[config.mk]
export PLATFORM = sky130hd
export DESIGN_NAME = dne_out_buf
export DESIGN_NICKNAME = d
export VERILOG_FILES = /design/src/rtl/core/dne_pkg.sv /design/src/rtl/core/dne_out_buf.sv
export SDC_FILE = /design/constraint.sdc
export NUM_CORES = 1
export LEC_CHECK = 0
export ABC_AREA = 1
export BUFFER_PORTS_ARGS = -buffer_cell sky130_fd_sc_hd__buf_2
export CAP_MARGIN = 20
export CORE_AREA = 2 2 39 41
export CTS_BUF_LIST = sky130_fd_sc_hd__clkbuf_8
export DETAILED_ROUTE_END_ITERATION = 8
export DIE_AREA = 0 0 41 43
export RECOVER_POWER = 50
export SLEW_MARGIN = 20
export SYNTH_ARGS = -nofsm -noshare
export SYNTH_HDL_FRONTEND = slang
export SYNTH_SLANG_ARGS = --single-unit
[constraint.sdc]
create_clock -name clk_i -period 4 [get_ports clk_i]
set_input_delay 0.4 -clock clk_i [delete_from_list [all_inputs] [get_ports clk_i]]
set_output_delay 0.4 -clock clk_i [all_outputs]
set_load 0.05 [all_outputs]
[src/rtl/core/dne_pkg.sv]
// ----------------------------------------------------------------------------
// dne_pkg
// shared types, codes and helpers for the drainage network extraction block
// ----------------------------------------------------------------------------
package dne_pkg;

  // raster size defaults
  localparam int unsigned MaxWidthDefault  = 256;
  localparam int unsigned MaxHeightDefault = 256;

  // field widths
  localparam int unsigned OpW      = 2;
  localparam int unsigned PosW     = 8;
  localparam int unsigned ValW     = 32;
  localparam int unsigned DirW     = 4;
  localparam int unsigned ClassW   = 2;
  localparam int unsigned WordW    = DirW + ClassW;
  localparam int unsigned CfgIdxW  = 2;
  localparam int unsigned CfgDataW = 32;
  localparam int unsigned GridW    = 9;

  typedef enum logic [CfgIdxW-1:0] {
    REG_MODE        = 2'd0,
    REG_GLOBAL_THR  = 2'd1,
    REG_GRID_WIDTH  = 2'd2,
    REG_GRID_HEIGHT = 2'd3
  } cfg_reg_e;

  typedef enum logic [OpW-1:0] {
    OP_LOAD   = 2'd0,
    OP_EXTEND = 2'd1,
    OP_READ   = 2'd2
  } op_e;

  typedef enum logic [ClassW-1:0] {
    CLS_UNDEF  = 2'd0,
    CLS_LAND   = 2'd1,
    CLS_STREAM = 2'd2
  } pixel_class_e;

  typedef enum logic [1:0] {
    EXT_IDLE,
    EXT_SCAN,
    EXT_FOLLOW
  } ext_state_e;

  // two-bit signed steps
  localparam logic [1:0] STEP_ZERO = 2'b00;
  localparam logic [1:0] STEP_POS  = 2'b01;
  localparam logic [1:0] STEP_NEG  = 2'b11;

  // codes 1..8 are E SE S SW W NW N NE, everything else is no flow
  function automatic logic dir_ok(input logic [DirW-1:0] dir);
    dir_ok = (dir >= 4'd1) && (dir <= 4'd8);
  endfunction

  function automatic logic [1:0] step_dx(input logic [DirW-1:0] dir);
    case (dir)
      4'd1, 4'd2, 4'd8: step_dx = STEP_POS;
      4'd4, 4'd5, 4'd6: step_dx = STEP_NEG;
      default:          step_dx = STEP_ZERO;
    endcase
  endfunction

  // y grows downward
  function automatic logic [1:0] step_dy(input logic [DirW-1:0] dir);
    case (dir)
      4'd2, 4'd3, 4'd4: step_dy = STEP_POS;
      4'd6, 4'd7, 4'd8: step_dy = STEP_NEG;
      default:          step_dy = STEP_ZERO;
    endcase
  endfunction

endpackage

[src/rtl/core/dne_out_buf.sv]
// ----------------------------------------------------------------------------
// dne_out_buf
// two-entry result buffer with room tracking for reads still in the store
// ----------------------------------------------------------------------------
module dne_out_buf (
  input  logic                        clk_i,
  input  logic                        rst_ni,
  input  logic                        push_i,
  input  logic [dne_pkg::ClassW-1:0]  push_data_i,
  input  logic                        pop_i,
  output logic                        valid_o,
  output logic [dne_pkg::ClassW-1:0]  data_o,
  output logic                        room_o
);

  logic [dne_pkg::ClassW-1:0] ent_q [2];
  logic                       wr_ptr_q, rd_ptr_q;
  logic [1:0]                 cnt_q, cnt_d;
  logic                       pop;
  logic [2:0]                 after;

  assign valid_o = (cnt_q != 2'd0);
  assign data_o  = ent_q[rd_ptr_q];
  assign pop     = pop_i && valid_o;

  // a push landing now is counted, so one more read fits only below two
  assign after  = 3'(cnt_q) + 3'(push_i) - 3'(pop);
  assign room_o = (after < 3'd2);
  assign cnt_d  = after[1:0];

  always_ff @(posedge clk_i or negedge rst_ni) begin
    if (!rst_ni) begin
      cnt_q    <= 2'd0;
      wr_ptr_q <= 1'b0;
      rd_ptr_q <= 1'b0;
    end else begin
      cnt_q <= cnt_d;
      if (push_i) begin
        wr_ptr_q <= !wr_ptr_q;
      end
      if (pop) begin
        rd_ptr_q <= !rd_ptr_q;
      end
    end
  end

  always_ff @(posedge clk_i) begin
    if (push_i) begin
      ent_q[wr_ptr_q] <= push_data_i;
    end
  end

endmodule
# Word level (Yosys, flattened, before mapping)
# Memories as Yosys holds them, arrays and structs flattened.
# Index checks and enable logic that the tools add are counted.
# W data, S select, Z words.
# word_totals
register_bits	4
ramBits	4
inputBits	6
memories	1
# mem_list
name	depth	word_bits	read_ports	rd_clocked_by_memory_dff	write_ports	line_no	rtl
ent_q	2	2	1	0	1	dne_out_buf.sv:16	logic [dne_pkg::ClassW-1:0] ent_q [2];
# classes
n_addsub	2
n_lt_le_gt_ge	1
muxes	2
reduce_logical	4
# op_table
op	n
$add A2 B1 Y3	1
$lt A3 B2 Y1 const B	1
$sub A3 B1 Y3	1
$logic_not A1 Y1	2
$mux W1	2
$reduce_bool A2 Y1	1
$logic_and A1 B1 Y1	1

# Depth between registers and ports, before layout
# Gate-level depths: netlist (run 1).
# logic_depth
word_depth	4
depth_mapped	8

# Worst setup path after synthesis (run 1)
# No wires, ideal clock.
# synth_timing
path_type	register -> output
from	register cnt_q[1]
to	output port room_o
arrival_time_ps	2203
required_ps	3600
setup_slack_ps	1397
path_stages_with_launch	9
cell_sequence	dfrtp_1 o21ai_1 inv_1 ha_1 inv_1 ha_1 fa_1 xnor2_1 nor2_1
# synth_via
elab_chain_len	4
# synth_lines
item	line_no	rtl
start, declared	dne_out_buf.sv:18	logic [1:0] cnt_q, cnt_d;
start signal, assigned	dne_out_buf.sv:37	cnt_q <= cnt_d;
$reduce_bool A2 Y1	dne_out_buf.sv:22	assign valid_o = (cnt_q != 2'd0);
$logic_and A1 B1 Y1	dne_out_buf.sv:24	assign pop = pop_i && valid_o;
net pop	dne_out_buf.sv:19	logic pop;
$sub A3 B1 Y3	dne_out_buf.sv:27	assign after = 3'(cnt_q) + 3'(push_i) - 3'(pop);
$lt A3 B2 Y1	dne_out_buf.sv:28	assign room_o = (after < 3'd2);
end, declared	dne_out_buf.sv:13	output logic room_o
# The timed path passes the listed nets, and every way through them passes these cells.

# Worst setup path in the final report (run 1)
# Ends and elaborated chain as after synthesis.

==> results of run 1 <==
## state kept, by name, indices dropped and copies added, names as in the netlist
register / flops
ent_q: 4
wr_ptr_q: 1
cnt_q: 2
rd_ptr_q: 1
## area by class of cell
type | count | area share (%)
Tap cell | 16 | 4.10
Clock buffer | 3 | 8.46
Timing Repair Buffer | 10 | 10.8
Sequential cell | 8 | 45.1
Multi-Input combinational cell | 19 | 24.6
Clock inverter | 1 | 0.769
Inverter | 8 | 6.15
## logic make-up (layout without fill, tap and decap cells)
family	after synthesis	count (layout)
xor gates and xnor gates	2	2
DFF	8	8
and+or+nand+nor	13	13
buffers and inverters	8	22
adders and majority gates	3	3
AOI/OAI and AO/OA	1	1
## worst min path at each step
stage	start	endpoint	slack [ns]
finish	push_data_i[0]	ent_q[0][0]$_DFFE_PP_	0.36
global route	push_data_i[0]	ent_q[1][0]$_DFFE_PP_	0.36
CTS	push_data_i[0]	ent_q[0][0]$_DFFE_PP_	0.36
detailed placement	rst_ni	cnt_q[1]$_DFF_PN0_	0.21
global placement	rst_ni	wr_ptr_q$_DFFE_PN0P_	0.21
floorplan	rst_ni	cnt_q[0]$_DFF_PN0_	0.10
## cell usage in the layout (no fill, tap or decap)
cell,n
dfrtp_1,4
xor2_1,1
inv_2,1
buf_2,7
edfxtp_1,4
fa_1,1
o21ai_0,1
xnor2_1,1
dlygate4sd3_1,1
nand2_1,9
clkbuf_8,3
nor2_1,2
clkbuf_1,2
inv_1,8
ha_1,2
nand3_1,1
nand2_2,1
## through the flow
step           hold WS (ns)  setup WS (ns)
2_1_floorplan         0.104           1.40
6_report              0.361           1.34
4_1_cts               0.359           1.37
3_5_place_dp          0.209           1.59
5_1_grt               0.359           1.15
3_3_place_gp          0.210           1.63
## routing by layer
metal | part of all wire, % | track usage (%) | vias up | routed length (um)
li1 | - | - | 135 | -
met1 | 41 | 7.77 | 113 | 227
met2 | 47 | 13.4 | 8 | 259
met3 | 6.0 | 3.14 | 5 | 33
met4 | 6.1 | 12.0 | 0 | 34
met5 | 0 | 0 | - | 0
==> key figures, run 1 <==
Cells and area
  • Antenna Cells: 0
  • Final nets: 59
  • Register area: 220 sq um
  • Layout area overhead: 31.8%
  • Final Cell Area: 488 sq um
  • Layout cell share with drive strength beyond 1: 24.5%
  • Post-Route Utilization: 35.3%
  • Filler cells: 145
  • Footprint of the multi-input gates: 120 sq um
  • Non-Filler Instances: 65

Placed design
  • Placed insts: 60
  • Gpl congestion: 0.700
  • DP Area: 435 sq um
  • Hpwl dp: 457 um
  • Port Buffers: 9

STA
  • Final setup viols: 0
  • Worst slew pin tran: 0.249 ns
  • Fin. max-slew vios: 0
  • Final cycle utilization of the critical path: 66.6%
  • Setup Skew: 0.000200 ns
  • Final Hold Vio Count: 0
  • Slew headroom: 83.5%
  • Fmax: 376 MHz
  • Setup TNS: 0 ns
  • RSZ-0062 raised after global routing: false
  • Min cycle time layout: 2.66 ns

Clock tree
  • Clk buf depth: 2
  • Number of buffers created by CTS: 3
  • Worst-Skew Late Latency: 0.23 ns
  • PostCTS Resize Cnt: 0
  • CTS root buffer: clkbuf_8
  • CTS tree: done
  • # clock sinks: 8
  • Cts hold-fix bufs: 1
  • H-tree depth: 1
  • CTS clk-pin slew, worst paths: 0.04 ns
  • # Post-CTS Setup Buffers: 0

GRT
  • GRT Total Usage: 9.17%
  • Vias in the first global route: 268
  • Initial antenna violation count: 0
  • Total gr overflow: 0
  • Largest net degree at the start of global routing: 6
  • Global-route wire length before repair: 979 um

Critical path
  • Crit path capture: room_o
  • R2r setup slk: 2.22 ns
  • CP bufs+invs: 3
  • Crit Reg-Reg Endpoint: cnt_q[1]$_DFF_PN0_
  • Critical Path AT: 2.26 ns
  • Critical path's top delay family: adder cells
  • Crit Path Class: flip-flop to output port
  • Critical path launch point type: flip-flop
  • CP Depth: 9
  • CP endpoint kind: output port
  • CP Data Required Time: 3.60 ns
  • Worst R2R Start: cnt_q[1]$_DFF_PN0_
  • Slowest-stage cell, CP: dfrtp_1
  • CP peak stage delay: 0.40 ns
  • CP startpoint: cnt_q[1]$_DFF_PN0_
  • Crit path max fanout: 3
  • R2R depth: 6
  • Ordered list of cells on the worst path: o21ai_0, inv_1, ha_1, inv_1, ha_1, fa_1, xnor2_1, nor2_1, buf_2

Route
  • Via count: 261
  • Vias/cell: 4.02
  • Drt drc: 0
  • DR iter-0 viols: 0
  • Drt total wl: 554 um
  • Wire per inst: 8.52 um
  • First-pass detailed-route iteration total: 1
  • Final ANT Viol Nets: 0

Logic synthesis
  • Post-synth top cells: 9 x nand2_1, 7 x inv_1, 4 x dfrtp_1, 4 x edfxtp_1
  • Compound-Gate Fraction of Synth Area: 1.35%
  • Top-count cell post-synth: nand2_1
  • Ys flop type: edfxtp_1
  • Adder-Cell Fraction of Synth Area: 12.2%
  • Post-synth net total: 44
  • Yosys reg bits: 8
  • Async SR Flop Fraction: 50.0%
  • Synth Area in XOR/XNOR: 4.73%
  • Post-synthesis mux area share: 0%
  • Synthesis warning total: 0
  • Seq/Total Area, Yosys: 59.5%
  • Largest cells by area after synthesis: edfxtp_1 32%, dfrtp_1 27%, nand2_1 9.1%
  • Syn avg cell area: 10.6 sq um
  • Syn Inst Count: 35
  • Largest family of logic cells by synthesized area: simple AND/OR/NAND/NOR gates
  • Post-synth top area share: 32.4%
  • Mapped cell area: 370 sq um
  • Yosys cell types: 13
  • EDFF count, synth: 4
  • Leading area contributor after synthesis: edfxtp_1
  • Post-Synth Simple-Gate Area: 14.2%

Min path
  • Worst min-delay path class: primary input to flip-flop
  • Hold Path Stages: 1

Die
  • Initial Utilization: 26.8%
  • Die width: 41 um
  • Num ports: 10
  • Row count: 14
  • Die Ht: 43 um
  • Die ar.: 1760 sq um
  • Core area: 1380 sq um

Run
  • Max-Cap Viols: 0

Outcome
  • Status: completed
Power of run 1 is not shown: default switching activity piles up to over one toggle a cycle in this logic, so the estimate is an artifact.
==> run 2, diff against run 1 <==
==> constraint.sdc (replaced) <==
create_clock -name clk_i -period 2.2 [get_ports clk_i]
set_input_delay 0.22 -clock clk_i [delete_from_list [all_inputs] [get_ports clk_i]]
set_output_delay 0.22 -clock clk_i [all_outputs]
set_load 0.05 [all_outputs]
==> key figures, run 2 (synthesis gave the netlist of run 1 again) <==
Outcome
  • Status: finished, violations left (was completed)
  • Failing checks: negative setup slack

Clock tree
  • Worst-Skew Late Latency: 0.23 ns (about the same)
  • CTS clk-pin slew, worst paths: 0.04 ns (about the same)
  • H-tree depth: 1 (unchanged)
  • Clk buf depth: 2 (unchanged)
  • CTS root buffer: clkbuf_8 (unchanged)
  • CTS tree: done (unchanged)
  • # clock sinks: 8 (unchanged)
  • Number of buffers created by CTS: 3 (unchanged)

Cells and area
  • Post-Route Utilization: 38.6% (was 35.3%)
  • Largest reg by FF count: ent_q (unchanged)
  • Antenna Cells: 0 (unchanged)
  • Commonest non-fill, non-tap cell in the layout: nand2_1 (unchanged)
  • Top flop regs: ent_q: 4 flops, cnt_q: 2 flops (unchanged)
  • Final nets: 61 (was 59)
  • Most frequent cells in the layout: 9 x nand2_1, 8 x inv_1, 7 x buf_2 (unchanged)
  • Max reg flops: 4 (unchanged)
  • Layout cell share with drive strength beyond 1: 39.2% (was 24.5%)
  • Layout area overhead: 44.3% (was 31.8%)
  • Filler cells: 139 (was 145)

Route
  • Via count: 259 (was 261)
  • Vias/cell: 3.87 (was 4.02)
  • Drt total wl: 564 um (was 554 um)
  • Drt drc: 0 (unchanged)
  • Wire per inst: 8.42 um (was 8.52 um)
  • DR iter-0 viols: 2 (was 0)
  • First-pass detailed-route iteration total: 2 (was 1)
  • Final ANT Viol Nets: 0 (unchanged)

Die
  • Initial Utilization: 26.8% (unchanged)
  • Core area: 1380 sq um (unchanged)
  • Die ar.: 1760 sq um (unchanged)
  • Die width: 41 um (unchanged)
  • Num ports: 10 (unchanged)
  • Row count: 14 (unchanged)
  • Die Ht: 43 um (unchanged)

Critical path
  • Critical path launch point type: flip-flop (unchanged)
  • CP endpoint kind: output port (unchanged)
  • Crit path max fanout: 2 (was 3)
  • CP Data Required Time: 1.98 ns (was 3.60 ns)
  • Critical Path AT: 2.02 ns (was 2.26 ns)
  • Crit Path Class: flip-flop to output port (unchanged)

STA
  • RSZ-0062 raised after global routing: true (was false)
  • Fmax: 446 MHz
  • Final cycle utilization of the critical path: 102%
  • Setup Skew: 0.00333 ns (was 0.000200 ns)
  • Slew headroom: 83.6% (was 83.5%)
  • Post-route setup slack: -0.0434 ns (was 1.34 ns)
  • WHS: 0.181 ns (was 0.361 ns)
  • Final Hold Vio Count: 0 (unchanged)
  • Worst slew pin tran: 0.248 ns (was 0.249 ns)
  • Fin. max-slew vios: 0 (unchanged)
  • Final setup viols: 1 (was 0)
  • Min cycle time layout: 2.24 ns

GRT
  • GRT Total Usage: 8.26% (was 9.17%)
  • Global-route wire length before repair: 924 um (was 979 um)
  • Initial antenna violation count: 0 (unchanged)
  • Vias in the first global route: 261 (was 268)
  • Total gr overflow: 0 (unchanged)
  • Largest net degree at the start of global routing: 6 (unchanged)

Placed design
  • Port Buffers: 9 (unchanged)
  • Pre-CTS WS: 0.0167 ns (was 1.59 ns)
  • Hpwl dp: 478 um (was 457 um)
  • Gpl congestion: 0.641 (was 0.700)

Run
  • Max-Cap Viols: 0 (unchanged)

Min path
  • Worst min-delay path class: primary input to flip-flop (unchanged)
[run 2: critical path: stages, from the launching register on]
cell     delay [ns]
dfrtp_1        0.38
o21ai_2        0.15
inv_1          0.05
ha_1           0.26
inv_1          0.06
ha_2           0.16
fa_2           0.46
nor2_4         0.12
buf_6          0.16
[run 2: path summary, 6_finish.rpt]
path | startpoint | end | slack [ns] | cells after the start
hold / removal | push_data_i[1] | ent_q[1][1]$_DFFE_PP_ | 0.18 | 1
hold reg to reg | wr_ptr_q$_DFFE_PN0P_ | wr_ptr_q$_DFFE_PN0P_ | 0.49 | 1
setup reg to reg | cnt_q[0]$_DFF_PN0_ | cnt_q[1]$_DFF_PN0_ | 0.42 | 7
min in group asynchronous | rst_ni | wr_ptr_q$_DFFE_PN0P_ | 0.36 | 2
setup / recovery | cnt_q[0]$_DFF_PN0_ | room_o | -0.04 | 8
max in group asynchronous | rst_ni | cnt_q[0]$_DFF_PN0_ | 1.66 | 2
[run 2: repair_timing]
action / CTS / global route
gates cloned: 0 / 0
hold buffers: 1 / 0
buffers inserted: 1 / 0
gates resized for setup: 5 / 1
setup endpoints to repair: 1 / 1
endpoints found under the hold margin: 4 / 0
pin swaps: 2 / 2
[run 2: final cells by class]
cell class | count | area [sq um] | area share, %
Timing Repair Buffer | 12 | 75.1 | 14.1
Tap cell | 16 | 20.0 | 3.75
Multi-Input combinational cell | 19 | 144 | 26.9
Clock buffer | 3 | 41.3 | 7.73
Inverter | 8 | 30.0 | 5.62
Clock inverter | 1 | 3.75 | 0.703
Sequential cell | 8 | 220 | 41.2
[run 2: layer usage]
metal	track usage, %	vias to the layer above	share of wire [%]	wire length (um)
met5	0	-	0	0
met4	10.0	0	0	0
met2	11.6	5	50	284
met3	1.57	0	3.9	22
met1	8.78	116	46	257
li1	-	138	-	-
[run 2: stage by stage]
step	setup TNS, ns	std cells	area [sq um]
after floorplan	0	35	378
after global placement	0	61	450
after detailed placement	0	61	450
after CTS	-0.100	67	532
after global routing	-0.145	67	534
final	-0.0434	67	534
Power of run 2 is left out for the same reason.
