[src/rtl/core/dne_pkg.sv]
// ----------------------------------------------------------------------------
// dne_pkg
// shared types, codes and helpers for the drainage network extraction block
// ----------------------------------------------------------------------------
package dne_pkg;

  // raster size defaults
  localparam int unsigned MaxWidthDefault  = 256;
  localparam int unsigned MaxHeightDefault = 256;

  // field widths
  localparam int unsigned OpW      = 2;
  localparam int unsigned PosW     = 8;
  localparam int unsigned ValW     = 32;
  localparam int unsigned DirW     = 4;
  localparam int unsigned ClassW   = 2;
  localparam int unsigned WordW    = DirW + ClassW;
  localparam int unsigned CfgIdxW  = 2;
  localparam int unsigned CfgDataW = 32;
  localparam int unsigned GridW    = 9;

  typedef enum logic [CfgIdxW-1:0] {
    REG_MODE        = 2'd0,
    REG_GLOBAL_THR  = 2'd1,
    REG_GRID_WIDTH  = 2'd2,
    REG_GRID_HEIGHT = 2'd3
  } cfg_reg_e;

  typedef enum logic [OpW-1:0] {
    OP_LOAD   = 2'd0,
    OP_EXTEND = 2'd1,
    OP_READ   = 2'd2
  } op_e;

  typedef enum logic [ClassW-1:0] {
    CLS_UNDEF  = 2'd0,
    CLS_LAND   = 2'd1,
    CLS_STREAM = 2'd2
  } pixel_class_e;

  typedef enum logic [1:0] {
    EXT_IDLE,
    EXT_SCAN,
    EXT_FOLLOW
  } ext_state_e;

  // two-bit signed steps
  localparam logic [1:0] STEP_ZERO = 2'b00;
  localparam logic [1:0] STEP_POS  = 2'b01;
  localparam logic [1:0] STEP_NEG  = 2'b11;

  // codes 1..8 are E SE S SW W NW N NE, everything else is no flow
  function automatic logic dir_ok(input logic [DirW-1:0] dir);
    dir_ok = (dir >= 4'd1) && (dir <= 4'd8);
  endfunction

  function automatic logic [1:0] step_dx(input logic [DirW-1:0] dir);
    case (dir)
      4'd1, 4'd2, 4'd8: step_dx = STEP_POS;
      4'd4, 4'd5, 4'd6: step_dx = STEP_NEG;
      default:          step_dx = STEP_ZERO;
    endcase
  endfunction

  // y grows downward
  function automatic logic [1:0] step_dy(input logic [DirW-1:0] dir);
    case (dir)
      4'd2, 4'd3, 4'd4: step_dy = STEP_POS;
      4'd6, 4'd7, 4'd8: step_dy = STEP_NEG;
      default:          step_dy = STEP_ZERO;
    endcase
  endfunction

endpackage

[src/rtl/core/dne_extend.sv]
// ----------------------------------------------------------------------------
// dne_extend
// dead-end extension sequencer: scans interior pixels and walks downstream
// from each stream pixel, marking pixels as stream through the pixel store
// ----------------------------------------------------------------------------
module dne_extend #(
  parameter int unsigned XW = 8,
  parameter int unsigned YW = 8
) (
  input  logic                       clk_i,
  input  logic                       rst_ni,
  input  logic                       start_i,
  input  logic                       small_i,
  input  logic [XW-1:0]              last_x_i,
  input  logic [YW-1:0]              last_y_i,
  input  logic [dne_pkg::WordW-1:0]  rdata_i,
  output logic                       busy_o,
  output logic                       rd_req_o,
  output logic [YW+XW-1:0]           raddr_o,
  output logic                       we_o,
  output logic [YW+XW-1:0]           waddr_o,
  output logic [dne_pkg::WordW-1:0]  wdata_o
);

  dne_pkg::ext_state_e state_q, state_d;

  logic [XW-1:0] sx_q, sx_d, fx_q, fx_d;
  logic [YW-1:0] sy_q, sy_d, fy_q, fy_d;

  logic [dne_pkg::ClassW-1:0] cls;
  logic [dne_pkg::DirW-1:0]   dir;
  logic [XW-1:0]              x_end, nsx, sx_nb, fx_nb;
  logic [YW-1:0]              y_end, nsy, sy_nb, fy_nb;
  logic                       scan_last, start_follow, f_stop, f_cont;

  assign cls = rdata_i[dne_pkg::ClassW-1:0];
  assign dir = rdata_i[dne_pkg::WordW-1:dne_pkg::ClassW];

  // interior runs from 1 to last-1
  assign x_end     = XW'(last_x_i - 1'b1);
  assign y_end     = YW'(last_y_i - 1'b1);
  assign scan_last = (sx_q == x_end) && (sy_q == y_end);
  assign nsx       = (sx_q == x_end) ? XW'(1) : XW'(sx_q + 1'b1);
  assign nsy       = (sx_q == x_end) ? YW'(sy_q + 1'b1) : sy_q;

  // downstream neighbor of the scan pixel and of the walk pixel
  assign sx_nb = sx_q + XW'($signed(dne_pkg::step_dx(dir)));
  assign sy_nb = sy_q + YW'($signed(dne_pkg::step_dy(dir)));
  assign fx_nb = fx_q + XW'($signed(dne_pkg::step_dx(dir)));
  assign fy_nb = fy_q + YW'($signed(dne_pkg::step_dy(dir)));

  assign start_follow = (cls == dne_pkg::CLS_STREAM) && dne_pkg::dir_ok(dir);
  assign f_stop = (cls == dne_pkg::CLS_STREAM) || (cls == dne_pkg::CLS_UNDEF) ||
                  (fx_q == '0) || (fy_q == '0) || (fx_q == last_x_i) || (fy_q == last_y_i);
  assign f_cont = !f_stop && dne_pkg::dir_ok(dir);

  // next state
  always_comb begin
    state_d = state_q;
    unique case (state_q)
      dne_pkg::EXT_IDLE: begin
        if (start_i && !small_i) begin
          state_d = dne_pkg::EXT_SCAN;
        end
      end
      dne_pkg::EXT_SCAN: begin
        if (start_follow) begin
          state_d = dne_pkg::EXT_FOLLOW;
        end else if (scan_last) begin
          state_d = dne_pkg::EXT_IDLE;
        end
      end
      dne_pkg::EXT_FOLLOW: begin
        if (!f_cont) begin
          state_d = scan_last ? dne_pkg::EXT_IDLE : dne_pkg::EXT_SCAN;
        end
      end
      default: state_d = dne_pkg::EXT_IDLE;
    endcase
  end

  // outputs and walk registers
  always_comb begin
    sx_d     = sx_q;
    sy_d     = sy_q;
    fx_d     = fx_q;
    fy_d     = fy_q;
    rd_req_o = 1'b0;
    raddr_o  = {sy_q, sx_q};
    we_o     = 1'b0;
    waddr_o  = {fy_q, fx_q};
    wdata_o  = {dir, dne_pkg::CLS_STREAM};
    unique case (state_q)
      dne_pkg::EXT_IDLE: begin
        if (start_i && !small_i) begin
          sx_d     = XW'(1);
          sy_d     = YW'(1);
          rd_req_o = 1'b1;
          raddr_o  = {YW'(1), XW'(1)};
        end
      end
      dne_pkg::EXT_SCAN: begin
        if (start_follow) begin
          fx_d     = sx_nb;
          fy_d     = sy_nb;
          rd_req_o = 1'b1;
          raddr_o  = {sy_nb, sx_nb};
        end else if (!scan_last) begin
          sx_d     = nsx;
          sy_d     = nsy;
          rd_req_o = 1'b1;
          raddr_o  = {nsy, nsx};
        end
      end
      dne_pkg::EXT_FOLLOW: begin
        we_o = !f_stop;
        if (f_cont) begin
          fx_d     = fx_nb;
          fy_d     = fy_nb;
          rd_req_o = 1'b1;
          raddr_o  = {fy_nb, fx_nb};
        end else if (!scan_last) begin
          sx_d     = nsx;
          sy_d     = nsy;
          rd_req_o = 1'b1;
          raddr_o  = {nsy, nsx};
        end
      end
      default: ;
    endcase
  end

  assign busy_o = (state_q != dne_pkg::EXT_IDLE);

  always_ff @(posedge clk_i or negedge rst_ni) begin
    if (!rst_ni) begin
      state_q <= dne_pkg::EXT_IDLE;
    end else begin
      state_q <= state_d;
    end
  end

  always_ff @(posedge clk_i) begin
    sx_q <= sx_d;
    sy_q <= sy_d;
    fx_q <= fx_d;
    fy_q <= fy_d;
  end

endmodule

[config.mk]
export PLATFORM = sky130hd
export DESIGN_NAME = dne_extend
export DESIGN_NICKNAME = d
export VERILOG_FILES = /design/src/rtl/core/dne_pkg.sv /design/src/rtl/core/dne_extend.sv
export SDC_FILE = /design/constraint.sdc
export NUM_CORES = 1
export LEC_CHECK = 0
export CAP_MARGIN = 10
export CORE_MARGIN = 3
export CORE_UTILIZATION = 45
export CTS_CLUSTER_DIAMETER = 60
export DETAILED_ROUTE_END_ITERATION = 8
export DONT_BUFFER_PORTS = 1
export SLEW_MARGIN = 20
export SYNTH_ARGS = -nofsm -noshare
export SYNTH_HDL_FRONTEND = slang
export SYNTH_SLANG_ARGS = --single-unit
[constraint.sdc]
create_clock -name clk_i -period 3.7 [get_ports clk_i]
set_input_delay 0.555 -clock clk_i [delete_from_list [all_inputs] [get_ports clk_i]]
set_output_delay 0.555 -clock clk_i [all_outputs]
set_load 0.05 [all_outputs]
# After elaboration in Yosys (flattened, before gate mapping)
# Cells that the tools add are included.
[op_classes] addsub=8 order_cmp=2 n_eq_ne=21 muxes=36 reduce_logical=26
[op_table] cell="8-bit 2-to-1 mux" count=13
[op_table] cell="16-bit 2-to-1 mux" count=4
[op_table] cell="16-bit one-hot mux with 3 select lines" count=1
[op_table] cell="8-bit one-hot mux with 3 select lines" count=2
[op_table] cell="8-bit adder" count=4
[op_table] cell="8-bit equality test" count=4
[op_table] cell="8-bit one-hot mux with 2 select lines" count=2
[op_table] cell="8-bit by 1-bit adder with 8-bit output, second input constant" count=2
[op_table] cell="4-bit by 3-bit equality test with 1-bit output, second input constant" count=4
[op_table] cell="8-bit zero test" count=2
[op_table] cell="8-bit by 1-bit subtractor with 8-bit output, second input constant" count=2
[op_table] cell="3-bit OR reduction" count=4
[op_table] cell="2-bit inequality test, second input constant" count=5
[op_table] cell="4-bit by 2-bit equality test with 1-bit output, second input constant" count=2
[op_table] cell="2-bit 2-to-1 mux" count=4
[op_table] cell="2-bit one-hot mux with 2 select lines" count=2
[op_table] cell="1-bit 2-to-1 mux" count=6
[op_table] cell="2-bit one-hot mux with 3 select lines" count=1
[op_table] cell="3-bit AND reduction" count=2
[op_table] cell="1-bit logical AND" count=5
[op_table] cell="1-bit logical OR" count=5
[op_table] cell="2-bit equality test, second input constant" count=2
[op_table] cell="4-bit by 1-bit equality test with 1-bit output, second input constant" count=1
[op_table] cell="4-bit equality test, second input constant" count=1
[op_table] cell="other kinds (10)" count=13
[word_totals] reg_bits=34 input_bits=26 out_inout_bits=41 word_cells=98

# Depth between registers and ports, before layout
# Gate-level depths: netlist of run 1.
[logic_depth] depth_word=10 mapped_depth=14 mapped_depth_nobuf=13

# Worst setup path after synthesis of run 1
# No wires, ideal clock.
[synth_path] path_type="input-to-output" from="in rdata_i[5] (netlist bit)" to="out raddr_o[15]" arrival_time_ns=3.779 required_ns=3.145 setup_slack_ns=-0.634 cell_stages=12 n_path_buf=1 cell_sequence="clkbuf_1 > nor2b_1 > a22oi_1 > inv_1 > ha_1 > a21oi_1 > o211ai_1 > o41ai_1 > xnor2_1 > a21o_1 > a221oi_1 > o21ai_0"
[synth_between] elab_chain_cells=6 elab_cells_between_ends=19 cone_classes="add/sub: 2; order compare: 2; eq/ne: 6; mux: 4; reduce/logical: 5"
[synth_lines] item="start: declaration" line_no="dne_extend.sv:16" text="input logic [dne_pkg::WordW-1:0] rdata_i,"
[synth_lines] item="4-bit by 3-bit equality test with 1-bit output, or another cell as far along" line_no="dne_pkg.sv:67" text="case (dir)"
[synth_lines] item="3-bit OR reduction" line_no="dne_pkg.sv:67"
[synth_lines] item="2-bit one-hot mux with 2 select lines" line_no="dne_pkg.sv:67"
[synth_lines] item="8-bit adder (on tied branches)" line_no="dne_extend.sv:50, dne_extend.sv:48"
[synth_lines] item="16-bit 2-to-1 mux (on tied branches)" line_no="dne_extend.sv:117, dne_extend.sv:103"
[synth_lines] item="16-bit one-hot mux with 3 select lines *" line_no="dne_extend.sv:93" text="unique case (state_q)"
[synth_lines] item="end: declaration" line_no="dne_extend.sv:19" text="output logic [YW+XW-1:0] raddr_o,"
# Mark *: on every way between the ends. The rest lies on a longest branch, timed or not.

# Final worst setup path of run 1
[layout_path] from="reg fy_q[0]" to="out raddr_o[6]"
[layout_between] elab_chain_cells=8 elab_cells_between_ends=9 cone_classes="eq/ne: 1; mux: 2; reduce/logical: 6"
[layout_lines] item="start: declaration" line_no="dne_extend.sv:28" text="logic [YW-1:0] sy_q, sy_d, fy_q, fy_d;"
[layout_lines] item="start signal: assignment" line_no="dne_extend.sv:147" text="fy_q <= fy_d;"
[layout_lines] item="8-bit zero test" line_no="dne_extend.sv:54" text="(fx_q == '0) || (fy_q == '0) || (fx_q == last_x_i) || (fy_q == last_y_i);"
[layout_lines] item="1-bit logical OR (2 in a row)" line_no="dne_extend.sv:54"
[layout_lines] item="1-bit logical OR *" line_no="dne_extend.sv:54"
[layout_lines] item="1-bit zero test *" line_no="dne_extend.sv:55" text="assign f_cont = !f_stop && dne_pkg::dir_ok(dir);"
[layout_lines] item="1-bit logical AND *" line_no="dne_extend.sv:55"
[layout_lines] item="16-bit 2-to-1 mux *" line_no="dne_extend.sv:117" text="if (f_cont) begin"
[layout_lines] item="16-bit one-hot mux with 3 select lines *" line_no="dne_extend.sv:93"
# Marked as above.

==> results of run 1 <==
logic make-up after synthesis:
kind of cell               share of synthesized area [%]
other                                              0.168
muxes                                               2.49
buffers and inverters                               6.58
and+or+nand+nor                                     20.0
DFF                                                 22.6
AOI/OAI and AO/OA                                   22.7
adders and majority gates                           12.2
xor gates and xnor gates                            13.3
sequential cells by signal, summed over array words and instances, names as in the netlist:
signal	count
fy_q	8
fx_q	8
state_q	2
sx_q	8
sy_q	8
stage by stage:
stage / hold WS (ns) / cells / instance area, sq um / utilization, %
5_1_grt: 0.480 / 697 / 5270 / 55.8
3_5_place_dp: 0.260 / 686 / 5080 / 53.7
4_1_cts: 0.497 / 695 / 5180 / 54.7
6_report: 0.489 / 697 / 5270 / 55.8
3_3_place_gp: 0.260 / 686 / 5080 / 53.7
2_1_floorplan: 0.259 / 531 / 4500 / -
final timing paths:
path	from	to	slack, ns	cells past startpoint
max	fy_q[0]	raddr_o[6]	0.11	10
min	rst_ni	state_q[0]	0.49	1
min reg2reg	state_q[1]	state_q[1]	0.64	2
max reg2reg	sx_q[7]	sx_q[6]	1.10	9
min in group clk_i	state_q[1]	state_q[1]	0.64	2
max in group asynchronous	rst_ni	state_q[1]	3.09	1
layout make-up:
class	instances	share of cell area (%)
clock buffer	5	1.30
clock inverter	3	0.214
inverter	33	2.35
multi-input combinational	434	62.4
sequential	34	19.2
tap	129	3.06
timing repair buffer	59	11.5
cells in the mapped netlist, types with 9 or more instances:
cell	instances	area, sq um
a21o_1	9	67.6
a21oi_1	28	140
clkbuf_1	16	60.1
edfxtp_1	32	961
ha_1	37	463
inv_1	32	120
nand2_1	36	135
nand3_1	21	105
nor2_1	48	180
nor3_1	16	80.1
nor4_1	9	56.3
o21ai_0	21	105
xnor2_1	44	385
xor2_1	22	193
critical path: stages, from the launching register on:
cell,delay (ns)
edfxtp_1,0.44
xor2_1,0.20
nor4_4,0.40
a21boi_0,0.14
nor3b_2,0.21
buf_12,0.17
o22a_1,0.17
buf_4,0.19
or4_1,0.52
nand3_1,0.15
buf_12,0.15
routing by layer:
layer	GRT usage, %	part of all wire (%)
met5	0	0
met4	6.75	1.9
met3	4.16	4.9
met2	43.4	52
met1	29.0	41
power by group through the flow:
stage | clock, mW | sequential, mW | combinational (mW)
2_1_floorplan | 0 | 1.28 | 2.45
3_3_place_gp | 0 | 1.07 | 3.89
3_5_place_dp | 0 | 1.07 | 3.95
4_1_cts | 0.281 | 1.07 | 3.97
5_1_grt | 0.298 | 1.10 | 4.32
6_report | 0.280 | 1.07 | 4.05
what timing repair did:
item                                    in CTS  in global routing
hold endpoints to repair                     2                  0
hold buffers                                 1                  0
pin swaps                                    0                  2
resized for setup                            1                 16
endpoints found under the setup margin       2                  9
setup buffers                                0                  2
==> summary by stage, run 1 <==
Outcome
The run finished with clean final reports.

Die
The die area is 0.0112 sq mm. After floorplanning, the core was divided into 35 placement rows. The vertical die dimension is 106 um. The count of boundary I/O pins is 67.

The initial standard-cell utilization of the core is 47.2%. In this run the horizontal extent of the chip is 106 um. The core region is 0.00946 sq mm.

Timing
Setup repair after global routing left no endpoint under its margin. The part of the cycle the worst path needs is 97.1%. The count of endpoints failing setup in the final report is 0. The slew at the pin closest to its max-slew limit is 0.750 ns. After layout, the minimum clock period comes to 3.59 ns. Once routing completed, OpenROAD measured the worst setup slack at 0.108 ns. Derived from the worst setup path, the maximum achievable clock frequency is 0.278 GHz. The clock tree skew after final layout is 0.00917 ns.

After routing, the total negative slack on setup checks comes to 0 ns. The normalized max-slew margin is 50.0%. The hold violation total from the final report was 0.

The number of max-slew violations in the final report was 0.

Global route
The residual overflow from global routing is 0. For this run, the total global-route usage over all layers was measured as 24.0%. Entering global routing, the biggest net connects 29 pins. The via count of the first global-routing pass came to 4124. The initial antenna violation count is 0. The first global-routing pass estimated 21400 um of wire.

Clock tree
CTS placed an instance of clkbuf_8 at the clock tree root. The number of sinks on the clock net is 34. The TritonCTS clock tree is built. The level count of the clock H-tree is 2. The clock latency at the later pin of the worst-skew pair is 0.30 ns. The clock passes through at most 2 buffers. The register clock-pin slew on the reported worst setup and hold paths is 0.08 ns. Counting the buffers created by CTS gives 5.

Finish
For this run, the post-layout net count is 634. The filler cells instantiated in the layout total 900. The fraction of layout cells with a size suffix above 1 is 19.7%. Leaving out fill and tap cells, the most frequent cells in the layout are nor2_1 (48), buf_4 (45), xnor2_1 (44), ha_1 (37), nand2_1 (36). The library cell used most frequently in the layout, excluding fill and tap cells, is nor2_1.

The number of antenna diodes in the final layout is 0. Compared with the post-synthesis result, the final layout area differs by 18.0%. The sequential cells in the finished layout cover a total of 0.00101 sq mm.

The area occupied by multi-input gates is 0.00329 sq mm.

Route
Summing over every cut layer, the via total after detailed routing is 4165. Once detail routing completed, the nets flagged for antenna violations numbered 0. The first detailed-routing pass took 4 iterations. The final layout contains routed wiring with a total length of 13500 um.

The detailed router's first-iteration violation count is 306. In the routed layout, each cell is associated on average with a via count of 5.98. The per-cell routed wire length is 19.4 um. The detailed-route DRC error count is 0.

Min path
The worst hold path belongs to the class in -> async.

Pwr
The sequential power share is 19.8%. The leakage power summed over all cells is 2.16 nW. The internal power of the cells totals 2.45 mW. The peak supply drop is 0.705 mV.

Power spread over the standard cell area amounts to 1020 mW/mm^2. The total power is 5.40 mW. The analysis attributes to net switching a power of 2.94 mW. The fraction of power consumed by combinational cells is 75.0%. The switching share of power is 54.6%. The clock network is responsible for 5.2% of the overall power.

Setup path
The category of the critical setup timing path is reg -> out. The top fanout value on the critical path is 13. The critical path data required time is 3.14 ns. The category of the worst setup path capture point is a primary output. The category of the worst setup path launch point is a flip-flop. For the worst setup path, the data arrival time is 3.04 ns.

Place
During placement, the flow inserted port buffers numbering 0. After legalization and detailed placement, the total HPWL measured 10500 um. At the end of routability-driven placement, the weighted congestion stood at 0.888.

The setup slack after placement is 0.0412 ns.

Synthesis
The fraction of registers with async set or reset after synthesis is 5.88%. The total of flip-flops plus latches after synthesis is 34. The net count after synthesis is 598. For this run, the number of Yosys warnings is 0. The average cell area after synthesis is 8.42 sq um. After technology mapping, the gate count stands at 531. The netlist area before placement is 0.00447 sq mm.

After synthesis, the netlist uses 81 different library cells. The number of enable flip-flop cells after synthesis is 32. For this run, the register share of the synthesized area comes to 22.6%. The most used flip-flop cell after synthesis is edfxtp_1.

Flow run
Across the run, the number of max-cap violations was 0.
Power figures use the tool's default switching activity.
==> run 2, diff against run 1 <==
--- a/config.mk
+++ b/config.mk
@@ -6,11 +6,14 @@
 export NUM_CORES = 1
 export LEC_CHECK = 0
 export CAP_MARGIN = 10
+export CELL_PAD_IN_SITES_DETAIL_PLACEMENT = 1
+export CELL_PAD_IN_SITES_GLOBAL_PLACEMENT = 1
 export CORE_MARGIN = 3
 export CORE_UTILIZATION = 45
 export CTS_CLUSTER_DIAMETER = 60
 export DETAILED_ROUTE_END_ITERATION = 8
 export DONT_BUFFER_PORTS = 1
+export PLACE_DENSITY_LB_ADDON = 0.1
 export SLEW_MARGIN = 20
 export SYNTH_ARGS = -nofsm -noshare
 export SYNTH_HDL_FRONTEND = slang
==> summary by stage, run 2 (synthesized netlist as in run 1, its figures left out) <==
Place
The number of port buffers came to 0 (unchanged). The HPWL after detailed placement came to 12100 um (+15%). The weighted congestion reported at the end of routability-driven placement is 0.889 (about the same). The number of cells in the design after placement is 691 (+0.73%).

Clock tree
The level count of the clock H-tree came to 2 (unchanged). The clock latency at the later pin of the worst-skew pair was 0.30 ns (about the same). The number of buffers created by CTS came to 5 (unchanged). The TritonCTS clock tree is built.

The number of sinks on the clock net is 34 (unchanged). The tree is rooted in a clkbuf_8. The number of buffers between clock root and the deepest sink is 2 (unchanged).

The register clock-pin slew on the reported worst setup and hold paths was 0.08 ns (about the same).

Finish
The layout-stage area growth over the synthesis result is 20.2%. The final non-filler cell total was 710 (+1.9%). The antenna diode count is 0 (unchanged). The net count reported at finish is 647 (+2.1%).

In the layout the commonest cells are buf_4 (59), nor2_1 (48), xnor2_1 (43), ha_1 (37), nand2_1 (36). The leading cell type in the layout, fill and taps excluded is buf_4. The filler cell count in the final layout came to 1134 (+26%). The fraction of layout cells with a size suffix above 1 was 21.5% (+1.8 points).

Route
The detailed-route DRC error count is 0 (unchanged). The per-cell routed wire length is 21.7 um (+12%). The detailed router's first-iteration violation count came to 336 (+9.8%). The residual antenna-violating net count after detailed routing is 0 (unchanged). The via-per-instance ratio came to 6.19 (+3.5%).

The count of vias placed by the detailed router is 4392 (+5.5%). The post-detailed-routing wire length is 15400 um (+14%). The first-pass detailed-route iteration total is 5 (+1).

Setup path
The critical path starts at sy_q[7]. In this design, the largest share of critical-path delay is due to compound AO/OA/AOI/OAI gates. The cell count of the worst reg-to-reg path is 8 (-1). The worst setup path is captured at a primary output.

In this run the critical register-to-register path is launched from sy_q[2]. In this run the critical register-to-register path is captured at sx_q[5]. The critical path depth was 8 (-2). The top fanout value on the critical path was 10 (-3). The category of the critical setup timing path is reg -> out. The critical-path cell with the highest stage delay is edfxtp_1. STA classifies the critical path startpoint as a flip-flop. The critical path goes through xor2_2, xnor2_1, a32o_1, a221o_2, a21o_2, a31o_2, a211o_1, buf_12. The reg-to-reg setup timing slack is 1.01 ns (-0.09 ns). The highest cell delay on the worst timing path is 0.53 ns (about the same). The critical path ends at raddr_o[3]. The critical path data required time is 3.14 ns (about the same). The worst path buffer plus inverter count is 1 (-2).

The endpoint arrival time on the critical path is 3.03 ns (about the same).

Timing
The slew at the pin closest to its max-slew limit came to 0.799 ns (+0.0490 ns). The hold violation total from the final report is 0 (unchanged). The count of endpoints failing setup in the final report is 0 (unchanged). The upper clock frequency limit was 0.279 GHz (about the same). The worst slack on hold paths is 0.473 ns (-0.0160 ns).

The part of the cycle the worst path needs is 97.0% (about the same). The clock tree skew after final layout is 0.0126 ns (+0.00346 ns). The total negative setup slack is 0 ns (unchanged). The number of max-slew violations in the final report was 0 (unchanged). The final critical delay including setup and external delays is 3.59 ns (-0.00304 ns). The normalized max-slew margin is 46.8% (-3.3 points).

Outcome
The run finished with clean final reports.

Die
The vertical die dimension is 106 um (unchanged). The initial standard-cell utilization of the core is 47.2% (unchanged). The die area was 0.0112 sq mm (unchanged). The number of cell rows came to 35 (unchanged).

The core area was 0.00946 sq mm (unchanged). The floorplan die width came to 106 um (unchanged). The count of boundary I/O pins is 67 (unchanged).

Pwr
The leakage power summed over all cells is 2.22 nW (+2.7%). The peak supply drop was 0.576 mV (-18%). The total power density per cell area is 1040 mW/mm^2 (+2.0%).

Global route
The global-route wire length before repair came to 24300 um (+13%). The maximum number of pins on one net before global-route repair was 21 (-28%). The overall routing resource usage is 27.4% (+3.4 points). The residual overflow from global routing came to 0 (unchanged). The via count of the first global-routing pass is 4528 (+9.8%). The initial antenna violation count is 0 (unchanged).

Min path
The worst hold path belongs to the class in -> async.

Flow run
The number of max-cap violations is 0 (unchanged).
-- run 2: timing repair --
action                     CTS  global route
pin swaps                    0             6
resized for setup            4            16
hold buffers                 1             0
buffers inserted             1             9
setup endpoints to repair    4            12
hold endpoints to repair     2             0
-- run 2: stage by stage --
| stage | power (mW) | utilization, % | setup slack, ns | area [sq um] |
|---|---|---|---|---|
| global route | 5.93 | 56.8 | -0.0375 | 5370 |
| detailed placement | 5.13 | 53.9 | -0.0953 | 5100 |
| global placement | 5.01 | 53.9 | 0.0617 | 5100 |
| floorplan | 3.73 | - | -0.0841 | 4500 |
| CTS | 5.45 | 55.2 | 0.0208 | 5220 |
| finish | 5.61 | 56.8 | 0.111 | 5370 |
-- run 2: how the worst min path moves through the flow --
stage,to,cells past startpoint
after CTS,state_q[0],1
after detailed placement,state_q[0],0
after global routing,state_q[0],1
final,state_q[0],1
after floorplan,state_q[0],0
after global placement,state_q[0],0
-- run 2: area by class of cell --
type	instances	area [sq um]	share of cell area, %
clock buffer	5	68.8	1.28
clock inverter	3	11.3	0.210
inverter	33	128	2.38
multi-input combinational	434	3300	61.4
sequential	34	1010	18.8
tap	129	161	3.00
timing repair buffer	72	693	12.9
-- run 2: report_power, final --
part,leakage (nW),internal (mW),switching (mW),total [mW]
Clock,0.0407,0.126,0.155,0.282
Sequential,0.340,0.745,0.315,1.06
Combinational,1.84,1.65,2.61,4.27
-- run 2: layer usage --
metal / global-route usage [%] / vias up / wire length (um)
li1: - / 2042 / -
met5: 0 / - / 0
met4: 5.83 / 0 / 166
met1: 38.9 / 2189 / 7120
met3: 3.43 / 14 / 928
met2: 44.6 / 147 / 7160
